===== src/hw/rtl/assert_macros.svh =====
// Assertion helpers, clocked on clk and held off during rst.
`ifndef ASSERT_MACROS_SVH
`define ASSERT_MACROS_SVH

// cond holds at every edge
`define ASSERT_ALWAYS(label, cond) \
  label: assert property (@(posedge clk) disable iff (rst) (cond)) \
    else $error("assertion failed");

// a implies b in the same cycle
`define ASSERT_IMPL(label, a, b) \
  label: assert property (@(posedge clk) disable iff (rst) (a) |-> (b)) \
    else $error("assertion failed");

// a implies b in the next cycle
`define ASSERT_NEXT(label, a, b) \
  label: assert property (@(posedge clk) disable iff (rst) (a) |=> (b)) \
    else $error("assertion failed");

`endif


===== src/hw/rtl/abrw_pkg.sv =====
package abrw_pkg;

  localparam int TABLE_ENTRIES_DEF = 128;
  localparam int QUEUE_DEPTH = 2;

  localparam int CFG_IDX_W = 2;
  localparam int CFG_DATA_W = 16;

  localparam logic [CFG_IDX_W-1:0] REG_THRESHOLD = 2'd0;
  localparam logic [CFG_IDX_W-1:0] REG_WINDOW = 2'd1;

  localparam logic [7:0] THRESHOLD_RESET = 8'd10;
  localparam logic [15:0] WINDOW_RESET = 16'd20;

  typedef enum logic [1:0] {
    ST_NEW = 2'd0,
    ST_UPDATED = 2'd1,
    ST_FULL = 2'd2
  } status_t;

  typedef enum logic [1:0] {
    S_IDLE,
    S_SCAN,
    S_UPDATE
  } eng_state_t;

  typedef struct packed {
    logic [31:0] ip;
    logic [47:0] mac;
    logic [31:0] now;
  } item_t;

  typedef struct packed {
    logic [31:0] key_ip;
    logic [47:0] mac;
    logic [7:0]  count;
    logic [31:0] wstart;
    logic        blocked;
  } entry_t;

  typedef struct packed {
    status_t     status;
    logic [6:0]  entry_index;
    logic        mac_changed;
    logic [47:0] previous_mac;
    logic [7:0]  hit_count;
    logic        block_alert;
  } result_t;

  typedef struct packed {
    logic [7:0]  threshold;
    logic [15:0] window;
  } cfg_t;

endpackage


===== src/hw/rtl/abrw_queue.sv =====
module abrw_queue #(
  parameter int DEPTH = abrw_pkg::QUEUE_DEPTH
) (
  input  logic            clk,
  input  logic            rst,
  input  logic            push,
  input  abrw_pkg::item_t push_item,
  output logic            full,
  input  logic            pop,
  output logic            not_empty,
  output abrw_pkg::item_t head
);

  `include "assert_macros.svh"

  localparam int PTR_W = (DEPTH > 1) ? $clog2(DEPTH) : 1;
  localparam int CNT_W = $clog2(DEPTH + 1);
  localparam logic [PTR_W-1:0] LAST = PTR_W'(DEPTH - 1);
  localparam logic [CNT_W-1:0] DEPTH_CNT = CNT_W'(DEPTH);

  abrw_pkg::item_t slots [DEPTH];
  logic [PTR_W-1:0] wr_ptr;
  logic [PTR_W-1:0] rd_ptr;
  logic [CNT_W-1:0] count;

  assign full = (count == DEPTH_CNT);
  assign not_empty = (count != '0);
  assign head = slots[rd_ptr];

  always_ff @(posedge clk) begin
    if (push) begin
      slots[wr_ptr] <= push_item;
    end
  end

  always_ff @(posedge clk) begin
    if (rst) begin
      wr_ptr <= '0;
      rd_ptr <= '0;
      count <= '0;
    end else begin
      if (push) begin
        wr_ptr <= (wr_ptr == LAST) ? '0 : wr_ptr + 1'b1;
      end
      if (pop) begin
        rd_ptr <= (rd_ptr == LAST) ? '0 : rd_ptr + 1'b1;
      end
      if (push && !pop) begin
        count <= count + 1'b1;
      end else if (pop && !push) begin
        count <= count - 1'b1;
      end
    end
  end

  `ASSERT_ALWAYS(a_count_bound, count <= DEPTH_CNT)
  `ASSERT_IMPL(a_no_pop_empty, pop, count != '0)
  `ASSERT_IMPL(a_no_push_full, push && !pop, count != DEPTH_CNT)

endmodule


===== config.mk =====
export PLATFORM = sky130hd
export DESIGN_NAME = abrw_queue
export DESIGN_NICKNAME = d
export VERILOG_FILES = /design/src/hw/rtl/abrw_pkg.sv /design/src/hw/rtl/abrw_queue.sv
export VERILOG_INCLUDE_DIRS = /design/src /design/src/hw/rtl
export SDC_FILE = /design/constraint.sdc
export NUM_CORES = 1
export LEC_CHECK = 0
export BUFFER_PORTS_ARGS = -buffer_cell sky130_fd_sc_hd__buf_2
export CAP_MARGIN = 20
export CORE_MARGIN = 10
export CORE_UTILIZATION = 52
export DETAILED_ROUTE_END_ITERATION = 8
export PLACE_DENSITY = 0.82
export SYNTH_ARGS = -nofsm -noshare
export SYNTH_HDL_FRONTEND = slang
export SYNTH_SLANG_ARGS = --single-unit

===== constraint.sdc =====
create_clock -name clk -period 7.85 [get_ports clk]
set_clock_uncertainty 0.2 [all_clocks]
set_input_delay 1.57 -clock clk [delete_from_list [all_inputs] [get_ports clk]]
set_output_delay 1.57 -clock clk [all_outputs]
set_load 0.005 [all_outputs]

==> results of run 1 <==
[stage by stage]
stage                     total power [mW]  std cells
final                                2.684        850
after global routing                 2.794        849
after CTS                            2.718        848
after detailed placement             1.742        807
after global placement               1.729        807
after floorplan                      1.618        370
[cells in the mapped netlist]
cell      number  area, µm²
xnor2_1        2      17.52
or3_1          1      6.260
buf_6          8      90.09
a21oi_1        1      5.000
and2_1         1      6.260
nor2_1         4      15.01
buf_4          1      7.510
inv_1          1      3.750
nor2b_1        2      12.51
or2_2          1      6.260
o21ai_0        1      5.000
edfxtp_1     224       6726
buf_2          3      15.01
mux2_2       112       1261
xor2_1         2      17.52
dfxtp_1        5      100.1
ha_1           1      12.51
[final cells by class]
| type | instances | area share |
|---|---|---|
| Sequential cell | 229 | 0.6606 |
| Clock buffer | 33 | 0.06220 |
| Inverter | 1 | 0.0003630 |
| Timing Repair Buffer | 233 | 0.1137 |
| Multi-Input combinational cell | 128 | 0.1330 |
| Antenna cell | 2 | 0.0004840 |
| Clock inverter | 8 | 0.003509 |
| Tap cell | 216 | 0.02614 |
[report_power, final]
part           total (mW)  leakage [nW]  internal [mW]  switching, mW
Sequential           1.45          2.14           1.43         0.0253
Clock               0.974         0.329          0.566          0.408
Combinational       0.257          1.40          0.131          0.125
[registers in the layout, indices dropped and copies added, names as in the netlist, named ones only]
name    flops
slots     224
wr_ptr      1
count       2
rd_ptr      1
[kinds of logic (layout without fill, tap and decap cells)]
group / Yosys count / in the layout / share of synthesized area
DFF: 229 / 229 / 0.8217
muxes: 112 / 112 / 0.1518
buffers and inverters: 13 / 275 / 0.01401
and+or+nand+nor: 9 / 9 / 0.005573
xor gates and xnor gates: 4 / 4 / 0.004218
AOI/OAI and AO/OA: 2 / 2 / 0.001204
adders and majority gates: 1 / 1 / 0.001506
other: 0 / 2 / 0
[how the worst min path moves through the flow]
stage                               start                    end  cells after the start
floorplan           count[1]$_SDFFE_PP0P_  count[1]$_SDFFE_PP0P_                      2
global placement    count[1]$_SDFFE_PP0P_  count[1]$_SDFFE_PP0P_                      2
detailed placement  count[1]$_SDFFE_PP0P_  count[1]$_SDFFE_PP0P_                      2
CTS                 count[1]$_SDFFE_PP0P_  count[1]$_SDFFE_PP0P_                      2
global route        count[1]$_SDFFE_PP0P_  count[1]$_SDFFE_PP0P_                      2
finish              count[1]$_SDFFE_PP0P_  count[1]$_SDFFE_PP0P_                      2
[critical path, delay by kind of cell (launching register included)]
| family | cells | cell delay, ns |
|---|---|---|
| multiplexers | 1 | 0.44 |
| flip-flops | 1 | 0.65 |
| buffers and inverters | 2 | 0.94 |
[metal layers]
layer / GRT usage / vias up / wire length, µm
li1: - / 1965 / -
met1: 0.1835 / 2108 / 6933
met2: 0.2545 / 164 / 8594
met3: 0.05130 / 21 / 1270
met4: 0.03904 / 0 / 258
met5: 0 / - / 0
==> run_summary.xml, run 1 <==
<?xml version="1.0" encoding="UTF-8"?>
<metrics>
  <group name="sta">
    <metric name="timing_hold_violations_final" unit="">0</metric>
    <metric name="timing.final.setup_violations" unit="">0</metric>
    <metric name="fin_setup_tns" unit="ns">0</metric>
    <metric name="relSlewSlack" unit="">0.3257</metric>
    <metric name="grt_setup_unrepaired" unit="">no</metric>
    <metric name="postLayoutSetupSlackWorst" unit="ns">3.441</metric>
    <metric name="period_share" unit="">0.5617</metric>
    <metric name="min_period" unit="ns">4.409</metric>
    <metric name="slew_violations" unit="">0</metric>
    <metric name="holdWs" unit="ns">0.3132</metric>
    <metric name="fmax" unit="MHz">226.8</metric>
    <metric name="worst_pin_slew" unit="ns">1.011</metric>
  </group>
  <group name="cts">
    <metric name="post-cts-setup-buffer-count" unit="">0</metric>
    <metric name="postCtsResizedCells" unit="">0</metric>
    <metric name="ctsLongestPathBuffers" unit="">3</metric>
    <metric name="postCtsHoldBufs" unit="">0</metric>
    <metric name="cts_tree" unit="">done</metric>
    <metric name="total_number_of_h_tree_levels" unit="">1</metric>
    <metric name="cts_buffers" unit="">23</metric>
    <metric name="worst_setup_hold_path_clk_slew" unit="ns">0.06</metric>
    <metric name="cts_root_buffer" unit="">clkbuf_16</metric>
    <metric name="clock_sink_count" unit="">229</metric>
    <metric name="clock_latency" unit="ns">0.49</metric>
  </group>
  <group name="floorplanning">
    <metric name="dieArea" unit="µm²">21430</metric>
    <metric name="top_level_ports" unit="">230</metric>
    <metric name="coreArea" unit="µm²">15770</metric>
    <metric name="fp.dieW" unit="µm">146.4</metric>
    <metric name="initial_core_utilization" unit="">0.5268</metric>
    <metric name="die_height" unit="µm">146.4</metric>
    <metric name="num_rows" unit="">46</metric>
  </group>
  <group name="setup_path">
    <metric name="reg2reg_slack" unit="ns">5.38</metric>
    <metric name="critical-path-max-stage-delay" unit="ns">0.81</metric>
    <metric name="required" unit="ns">6.08</metric>
    <metric name="timing.critical_path.fanout_max" unit="">76</metric>
    <metric name="critical_path.startpoint_type" unit="">register</metric>
    <metric name="cp-endpoint" unit="">head[25]</metric>
    <metric name="worst-r2r-cell-count" unit="">2</metric>
    <metric name="cpMaxStageDelayCell" unit="">buf_4</metric>
    <metric name="timing.setup.critical_path_class" unit="">register to output port</metric>
    <metric name="critical_path_cell_by_cell" unit="">buf_4, mux2_2, buf_2</metric>
    <metric name="crit_arrival" unit="ns">2.64</metric>
    <metric name="worst_r2r_startpoint" unit="">wr_ptr$_SDFFE_PP0P_</metric>
    <metric name="kind_of_end_point_of_the_critical_path" unit="">output port</metric>
    <metric name="rr_endpoint" unit="">slots[1][99]$_DFFE_PP_</metric>
  </group>
  <group name="drt">
    <metric name="antenna_left" unit="">0</metric>
    <metric name="post-route-drc-count" unit="">0</metric>
    <metric name="wire_per_inst" unit="µm">20.07</metric>
    <metric name="detailedRoute.firstIterationViolations" unit="">272</metric>
    <metric name="routed_via_density" unit="">5.009</metric>
    <metric name="routed_wirelength" unit="µm">17060</metric>
    <metric name="dr_total_vias" unit="">4258</metric>
    <metric name="drtPass1Iterations" unit="">4</metric>
  </group>
  <group name="finish">
    <metric name="layout.cells.most_common" unit="">buf_2</metric>
    <metric name="fraction_of_final_layout_cells_with_drive_strength_greater_than_1" unit="">0.5981</metric>
    <metric name="synthToLayoutAreaGrowth" unit="%">24.46</metric>
    <metric name="design.final.nets" unit="">733</metric>
    <metric name="postLayoutCellArea" unit="µm²">10340</metric>
    <metric name="mostFrequentLayoutCells" unit="">229 x buf_2, 224 x edfxtp_1, 112 x mux2_2</metric>
    <metric name="utilization" unit="">0.6557</metric>
    <metric name="nFillCells" unit="">1118</metric>
    <metric name="seq_area" unit="µm²">6830</metric>
    <metric name="multi_input_logic_area" unit="µm²">1375</metric>
  </group>
  <group name="yosys">
    <metric name="syn-mean-instance-area" unit="µm²">22.45</metric>
    <metric name="syn_inst" unit="">370</metric>
    <metric name="synth_warnings" unit="">0</metric>
    <metric name="seq_area_frac_synth" unit="">0.8217</metric>
    <metric name="syn-cell-area" unit="µm²">8308</metric>
    <metric name="synthesis.nets" unit="">487</metric>
    <metric name="yosys.cell_types.count" unit="">17</metric>
    <metric name="yosys_register_bits" unit="">229</metric>
  </group>
  <group name="placement">
    <metric name="dpl.hpwl" unit="µm">11730</metric>
    <metric name="pre_cts_ws" unit="ns">3.957</metric>
    <metric name="place.gp.congestion" unit="">0.7612</metric>
    <metric name="area_after_dpl" unit="µm²">9656</metric>
    <metric name="io_buf_count" unit="">229</metric>
  </group>
  <group name="job">
    <metric name="max-cap-violations" unit="">0</metric>
  </group>
  <group name="global_route">
    <metric name="overflow" unit="">0</metric>
    <metric name="antenna_found_initial" unit="">2</metric>
    <metric name="grt_start_max_net_pins" unit="">77</metric>
    <metric name="grt_pass1_vias" unit="">4710</metric>
    <metric name="global_route_wire_length_before_repair" unit="µm">25990</metric>
    <metric name="global_route.usage.total" unit="">0.1513</metric>
  </group>
  <group name="pwr">
    <metric name="peakVddDrop" unit="µV">164.6</metric>
    <metric name="leakagePower" unit="nW">3.874</metric>
    <metric name="cellPowerDensity" unit="nW/µm²">259.6</metric>
  </group>
  <group name="min_path">
    <metric name="min-delay-path-class" unit="">register to register</metric>
  </group>
  <group name="run_status">
    <metric name="status" unit="">finished clean</metric>
  </group>
</metrics>
(Power assumes the default switching activity.)
==> run 2, diff against run 1 <==
Settings changed: CORE_UTILIZATION 52 to 47, PLACE_DENSITY 0.82 to 0.79.
Clock period 7.85 ns to 3.55 ns, I/O delays scaled along.
==> run 2 against run 1 <==
Compared with the run above:
- combinational power rose by 130%
- sequential power is 120% higher
- clock power up 120%
- critical path depth unchanged
- global-route usage fell by 1.4 points
- cell area up 0.42%
- first-iteration DRC count shrank 42%
- worst setup slack worse by 2.8 ns
- die area grew 9.2%
- worst hold slack worse by 0.11 ns
- largest cell class unchanged
==> run_summary.xml, run 2 (same netlist as run 1, synthesis figures left out) <==
<?xml version="1.0" encoding="UTF-8"?>
<metrics>
  <group name="sta">
    <metric name="relSlewSlack" unit="">0.4679</metric>
    <metric name="timing.final.setup_violations" unit="">0</metric>
    <metric name="fin_setup_tns" unit="ns">0</metric>
    <metric name="grt_setup_unrepaired" unit="">no</metric>
    <metric name="fmax" unit="MHz">343.8</metric>
    <metric name="worst_pin_slew" unit="ns">0.7981</metric>
    <metric name="timing_hold_violations_final" unit="">0</metric>
    <metric name="min_period" unit="ns">2.909</metric>
    <metric name="period_share" unit="">0.8194</metric>
    <metric name="slew_violations" unit="">0</metric>
  </group>
  <group name="drt">
    <metric name="drtPass1Iterations" unit="">4</metric>
    <metric name="detailedRoute.firstIterationViolations" unit="">157</metric>
    <metric name="antenna_left" unit="">0</metric>
    <metric name="dr_total_vias" unit="">4239</metric>
    <metric name="routed_wirelength" unit="µm">16880</metric>
    <metric name="wire_per_inst" unit="µm">19.61</metric>
    <metric name="post-route-drc-count" unit="">0</metric>
    <metric name="routed_via_density" unit="">4.923</metric>
  </group>
  <group name="cts">
    <metric name="post-cts-setup-buffer-count" unit="">0</metric>
    <metric name="cts_tree" unit="">done</metric>
    <metric name="clock_sink_count" unit="">229</metric>
    <metric name="postCtsHoldBufs" unit="">0</metric>
    <metric name="cts_root_buffer" unit="">clkbuf_16</metric>
    <metric name="postCtsResizedCells" unit="">0</metric>
    <metric name="cts_buffers" unit="">23</metric>
    <metric name="ctsLongestPathBuffers" unit="">3</metric>
    <metric name="worst_setup_hold_path_clk_slew" unit="ns">0.06</metric>
    <metric name="clock_latency" unit="ns">0.48</metric>
    <metric name="total_number_of_h_tree_levels" unit="">1</metric>
  </group>
  <group name="finish">
    <metric name="design.final.nets" unit="">735</metric>
    <metric name="number_of_flip_flops_in_the_largest_register" unit="">224</metric>
    <metric name="layout.cells.most_common" unit="">buf_2</metric>
    <metric name="utilization" unit="">0.6003</metric>
    <metric name="synthToLayoutAreaGrowth" unit="%">24.98</metric>
    <metric name="biggestRegsByFlops" unit="">slots (224), count (2)</metric>
    <metric name="fraction_of_final_layout_cells_with_drive_strength_greater_than_1" unit="">0.5972</metric>
    <metric name="mostFrequentLayoutCells" unit="">229 x buf_2, 224 x edfxtp_1, 112 x mux2_2</metric>
    <metric name="regMostFlops" unit="">slots</metric>
    <metric name="layout.cells.non_filler" unit="">861</metric>
  </group>
  <group name="placement">
    <metric name="io_buf_count" unit="">229</metric>
    <metric name="dpl.hpwl" unit="µm">11920</metric>
    <metric name="placedCellCount" unit="">818</metric>
    <metric name="place.gp.congestion" unit="">0.7457</metric>
  </group>
  <group name="job">
    <metric name="max-cap-violations" unit="">0</metric>
  </group>
  <group name="pwr">
    <metric name="peakVddDrop" unit="µV">411.0</metric>
    <metric name="cellPowerDensity" unit="nW/µm²">572.5</metric>
    <metric name="leakagePower" unit="nW">3.889</metric>
  </group>
  <group name="floorplanning">
    <metric name="dieArea" unit="µm²">23400</metric>
    <metric name="die_height" unit="µm">153.0</metric>
    <metric name="fp.dieW" unit="µm">153.0</metric>
    <metric name="top_level_ports" unit="">230</metric>
    <metric name="initial_core_utilization" unit="">0.4803</metric>
    <metric name="coreArea" unit="µm²">17300</metric>
    <metric name="num_rows" unit="">48</metric>
  </group>
  <group name="setup_path">
    <metric name="reg2reg_slack" unit="ns">1.61</metric>
    <metric name="critical_path.startpoint_type" unit="">register</metric>
    <metric name="timing.setup.critical_path_class" unit="">register to output port</metric>
    <metric name="kind_of_end_point_of_the_critical_path" unit="">output port</metric>
    <metric name="worst_r2r_startpoint" unit="">wr_ptr$_SDFFE_PP0P_</metric>
    <metric name="crit_arrival" unit="ns">2.00</metric>
    <metric name="timing.critical_path.fanout_max" unit="">38</metric>
    <metric name="required" unit="ns">2.64</metric>
  </group>
  <group name="global_route">
    <metric name="grt_pass1_vias" unit="">4791</metric>
    <metric name="global_route.usage.total" unit="">0.1378</metric>
    <metric name="global_route_wire_length_before_repair" unit="µm">26050</metric>
    <metric name="grt_start_max_net_pins" unit="">63</metric>
    <metric name="overflow" unit="">0</metric>
    <metric name="antenna_found_initial" unit="">3</metric>
  </group>
  <group name="run_status">
    <metric name="status" unit="">finished clean</metric>
  </group>
  <group name="min_path">
    <metric name="min_from" unit="">push_item[65]</metric>
    <metric name="min-delay-path-class" unit="">primary input to register</metric>
  </group>
</metrics>
run 2: cell types whose count changed in the layout (fill, tap and decap cells not counted), sizes merged:
cell	before	now
clkinv	7	8
clkinvlp	1	0
diode	2	3
clkbuf	33	31
buf	233	235
bufinv	0	1
run 2: stage by stage:
stage               area [µm²]  power, mW  hold slack [ns]  setup WS (ns)
finish                   10380      5.945           0.2051         0.6411
global route             10380      6.186           0.1797         0.5341
CTS                      10380      6.031           0.1826         0.6035
detailed placement        9707      3.859           0.3100          1.138
global placement          9707      3.830           0.2738          1.173
floorplan                 8317      3.563           0.2558         0.5222
run 2: final timing paths:
check / end / cells past startpoint
setup / recovery: head[28] / 3
hold / removal: slots[0][65]$_DFFE_PP_ / 1
setup reg to reg: slots[1][60]$_DFFE_PP_ / 2
hold reg to reg: register / 2
run 2: metal layers:
| metal | track usage | share of wire | vias to the layer above |
|---|---|---|---|
| met5 | 0 | 0 | - |
| met2 | 0.2359 | 0.51 | 184 |
| met1 | 0.1564 | 0.38 | 2045 |
| met4 | 0.05132 | 0.024 | 0 |
| met3 | 0.04686 | 0.089 | 34 |
| li1 | - | - | 1976 |
run 2: critical path: stages (launching register included):
cell,delay [ns]
dfxtp_4,0.47
buf_4,0.47
mux2_2,0.41
buf_2,0.13
run 2: cell type report:
type	count	area, µm²
fill	1285	6913
sequential	229	6830
multi-input combinational	128	1375
timing repair buffer	235	1216
clock buffer	31	605.6
tap	225	281.5
clock inverter	9	63.81
antenna	3	7.507
inverter	1	3.754
run 2: report_power, final:
part           leakage, nW  switching, mW  internal, mW
logic                 1.42          0.288         0.297
registers             2.14         0.0448          3.16
clock network        0.327          0.899          1.26
total                 3.89           1.23          4.71
==> run 3, diff against run 2 <==
Clock period 3.55 ns to 2.6 ns, I/O delays scaled along.
==> run 3 against run 2 <==
Compared with the run above:
- via count up 5.0%
- final cell count up 4.2%
- count of clock-buffer cells in the layout unchanged
- critical path type unchanged
- critical endpoint is now head[43]
==> run_summary.xml, run 3 (same netlist as run 1, synthesis figures left out) <==
<?xml version="1.0" encoding="UTF-8"?>
<metrics>
  <group name="min_path">
    <metric name="min-delay-path-class" unit="">primary input to register</metric>
    <metric name="min_from" unit="">push_item[4]</metric>
  </group>
  <group name="setup_path">
    <metric name="critical_path.startpoint_type" unit="">register</metric>
    <metric name="crit_arrival" unit="ns">1.72</metric>
    <metric name="required" unit="ns">1.88</metric>
    <metric name="timing.setup.critical_path_class" unit="">register to output port</metric>
    <metric name="worst_r2r_startpoint" unit="">wr_ptr$_SDFFE_PP0P_</metric>
    <metric name="timing.critical_path.fanout_max" unit="">30</metric>
    <metric name="kind_of_end_point_of_the_critical_path" unit="">output port</metric>
  </group>
  <group name="pwr">
    <metric name="leakagePower" unit="nW">4.090</metric>
    <metric name="p_switching" unit="mW">1.734</metric>
    <metric name="peakVddDrop" unit="µV">644.2</metric>
    <metric name="p_sw_frac" unit="">0.2058</metric>
    <metric name="cellPowerDensity" unit="nW/µm²">776.0</metric>
    <metric name="power_frac_seq" unit="">0.518</metric>
    <metric name="cell_internal_power_dissipation" unit="mW">6.694</metric>
    <metric name="p_comb_frac" unit="">0.104</metric>
    <metric name="p_clk_frac" unit="">0.377</metric>
  </group>
  <group name="global_route">
    <metric name="antenna_found_initial" unit="">1</metric>
    <metric name="grt_start_max_net_pins" unit="">87</metric>
    <metric name="overflow" unit="">0</metric>
    <metric name="global_route_wire_length_before_repair" unit="µm">27770</metric>
    <metric name="global_route.usage.total" unit="">0.1470</metric>
    <metric name="grt_pass1_vias" unit="">4894</metric>
  </group>
  <group name="finish">
    <metric name="design.final.nets" unit="">772</metric>
    <metric name="layout.cells.non_filler" unit="">897</metric>
    <metric name="synthToLayoutAreaGrowth" unit="%">30.74</metric>
    <metric name="number_of_flip_flops_in_the_largest_register" unit="">224</metric>
    <metric name="layout.cells.most_common" unit="">buf_2</metric>
    <metric name="fraction_of_final_layout_cells_with_drive_strength_greater_than_1" unit="">0.5708</metric>
    <metric name="nFillCells" unit="">1218</metric>
    <metric name="mostFrequentLayoutCells" unit="">229 x buf_2, 224 x edfxtp_1, 112 x mux2_2</metric>
    <metric name="postLayoutCellArea" unit="µm²">10860</metric>
    <metric name="regMostFlops" unit="">slots</metric>
    <metric name="biggestRegsByFlops" unit="">slots (224), count (2)</metric>
  </group>
  <group name="cts">
    <metric name="worst_setup_hold_path_clk_slew" unit="ns">0.06</metric>
    <metric name="ctsLongestPathBuffers" unit="">3</metric>
    <metric name="cts_tree" unit="">done</metric>
    <metric name="clock_latency" unit="ns">0.50</metric>
    <metric name="clock_sink_count" unit="">229</metric>
    <metric name="cts_buffers" unit="">23</metric>
    <metric name="cts_root_buffer" unit="">clkbuf_16</metric>
    <metric name="total_number_of_h_tree_levels" unit="">1</metric>
    <metric name="post-cts-setup-buffer-count" unit="">0</metric>
  </group>
  <group name="sta">
    <metric name="timing_hold_violations_final" unit="">0</metric>
    <metric name="fin_setup_tns" unit="ns">0</metric>
    <metric name="slew_violations" unit="">0</metric>
    <metric name="grt_setup_unrepaired" unit="">no</metric>
    <metric name="period_share" unit="">0.9367</metric>
    <metric name="timing.final.setup_violations" unit="">0</metric>
    <metric name="min_period" unit="ns">2.436</metric>
    <metric name="relSlewSlack" unit="">0.6562</metric>
    <metric name="holdWs" unit="ns">0.01854</metric>
    <metric name="worst_pin_slew" unit="ns">0.5157</metric>
    <metric name="fmax" unit="MHz">410.6</metric>
  </group>
  <group name="drt">
    <metric name="routed_via_density" unit="">4.961</metric>
    <metric name="routed_wirelength" unit="µm">18030</metric>
    <metric name="dr_total_vias" unit="">4450</metric>
    <metric name="antenna_left" unit="">0</metric>
    <metric name="drtPass1Iterations" unit="">4</metric>
    <metric name="wire_per_inst" unit="µm">20.10</metric>
    <metric name="detailedRoute.firstIterationViolations" unit="">247</metric>
    <metric name="post-route-drc-count" unit="">0</metric>
  </group>
  <group name="floorplanning">
    <metric name="top_level_ports" unit="">230</metric>
    <metric name="die_height" unit="µm">153.0</metric>
    <metric name="dieArea" unit="µm²">23400</metric>
    <metric name="coreArea" unit="µm²">17300</metric>
    <metric name="initial_core_utilization" unit="">0.4803</metric>
    <metric name="num_rows" unit="">48</metric>
    <metric name="fp.dieW" unit="µm">153.0</metric>
  </group>
  <group name="job">
    <metric name="max-cap-violations" unit="">0</metric>
  </group>
  <group name="placement">
    <metric name="area_after_dpl" unit="µm²">9732</metric>
    <metric name="placedCellCount" unit="">818</metric>
    <metric name="dpl.hpwl" unit="µm">12270</metric>
    <metric name="place.gp.congestion" unit="">0.7426</metric>
    <metric name="io_buf_count" unit="">229</metric>
  </group>
  <group name="run_status">
    <metric name="status" unit="">finished clean</metric>
  </group>
</metrics>
[run 3: power groups by stage]
stage	combinational, mW	clock (mW)	sequential [mW]
6_report	0.878	3.18	4.37
5_1_grt	0.962	3.42	4.38
4_1_cts	0.881	3.26	4.37
3_5_place_dp	0.836	0	4.44
3_3_place_gp	0.811	0	4.43
2_1_floorplan	0.436	0	4.43
[run 3: path summary, 6_finish.rpt]
kind / to / slack, ns / cells after the start
min reg2reg: count[1]$_SDFFE_PP0P_ / 0.32 / 2
min: slots[0][4]$_DFFE_PP_ / 0.02 / 1
max reg2reg: slots[1][58]$_DFFE_PP_ / 0.82 / 2
max: head[43] / 0.16 / 3
[run 3: repair_timing]
item                                   4_1_cts  5_1_grt
resized for setup                            0        2
endpoints found under the hold margin       62        8
setup endpoints to repair                    0       29
hold buffers                                32        4
[run 3: critical path, cell delays in order, from the launching register on]
cell     delay (ns)
dfxtp_4        0.40
buf_6          0.29
mux2_2         0.38
buf_2          0.13
[run 3: per-stage QoR]
stage	power, mW	setup slack [ns]	util
2_1_floorplan	4.865	-0.2378	-
3_3_place_gp	5.237	0.6106	0.5626
3_5_place_dp	5.279	0.5844	0.5626
4_1_cts	8.507	0.04225	0.6234
5_1_grt	8.768	0.09067	0.6280
6_report	8.428	0.1645	0.6280
[run 3: final cells by class]
| cell class | instances | area, µm² | share of cell area |
|---|---|---|---|
| Antenna cell | 1 | 2.502 | 0.0002304 |
| Clock buffer | 31 | 605.6 | 0.05575 |
| Clock inverter | 10 | 125.1 | 0.01152 |
| Inverter | 1 | 3.754 | 0.0003456 |
| Multi-Input combinational cell | 128 | 1375 | 0.1266 |
| Sequential cell | 229 | 6830 | 0.6288 |
| Tap cell | 225 | 281.5 | 0.02592 |
| Timing Repair Buffer | 272 | 1638 | 0.1508 |
[run 3: metal layers]
metal | wire, µm | GRT usage | up-vias
met1 | 6872 | 0.1686 | 2190
met4 | 403 | 0.04223 | 0
met3 | 1473 | 0.04882 | 33
li1 | - | - | 2045
met5 | 0 | 0 | -
met2 | 9284 | 0.2563 | 182
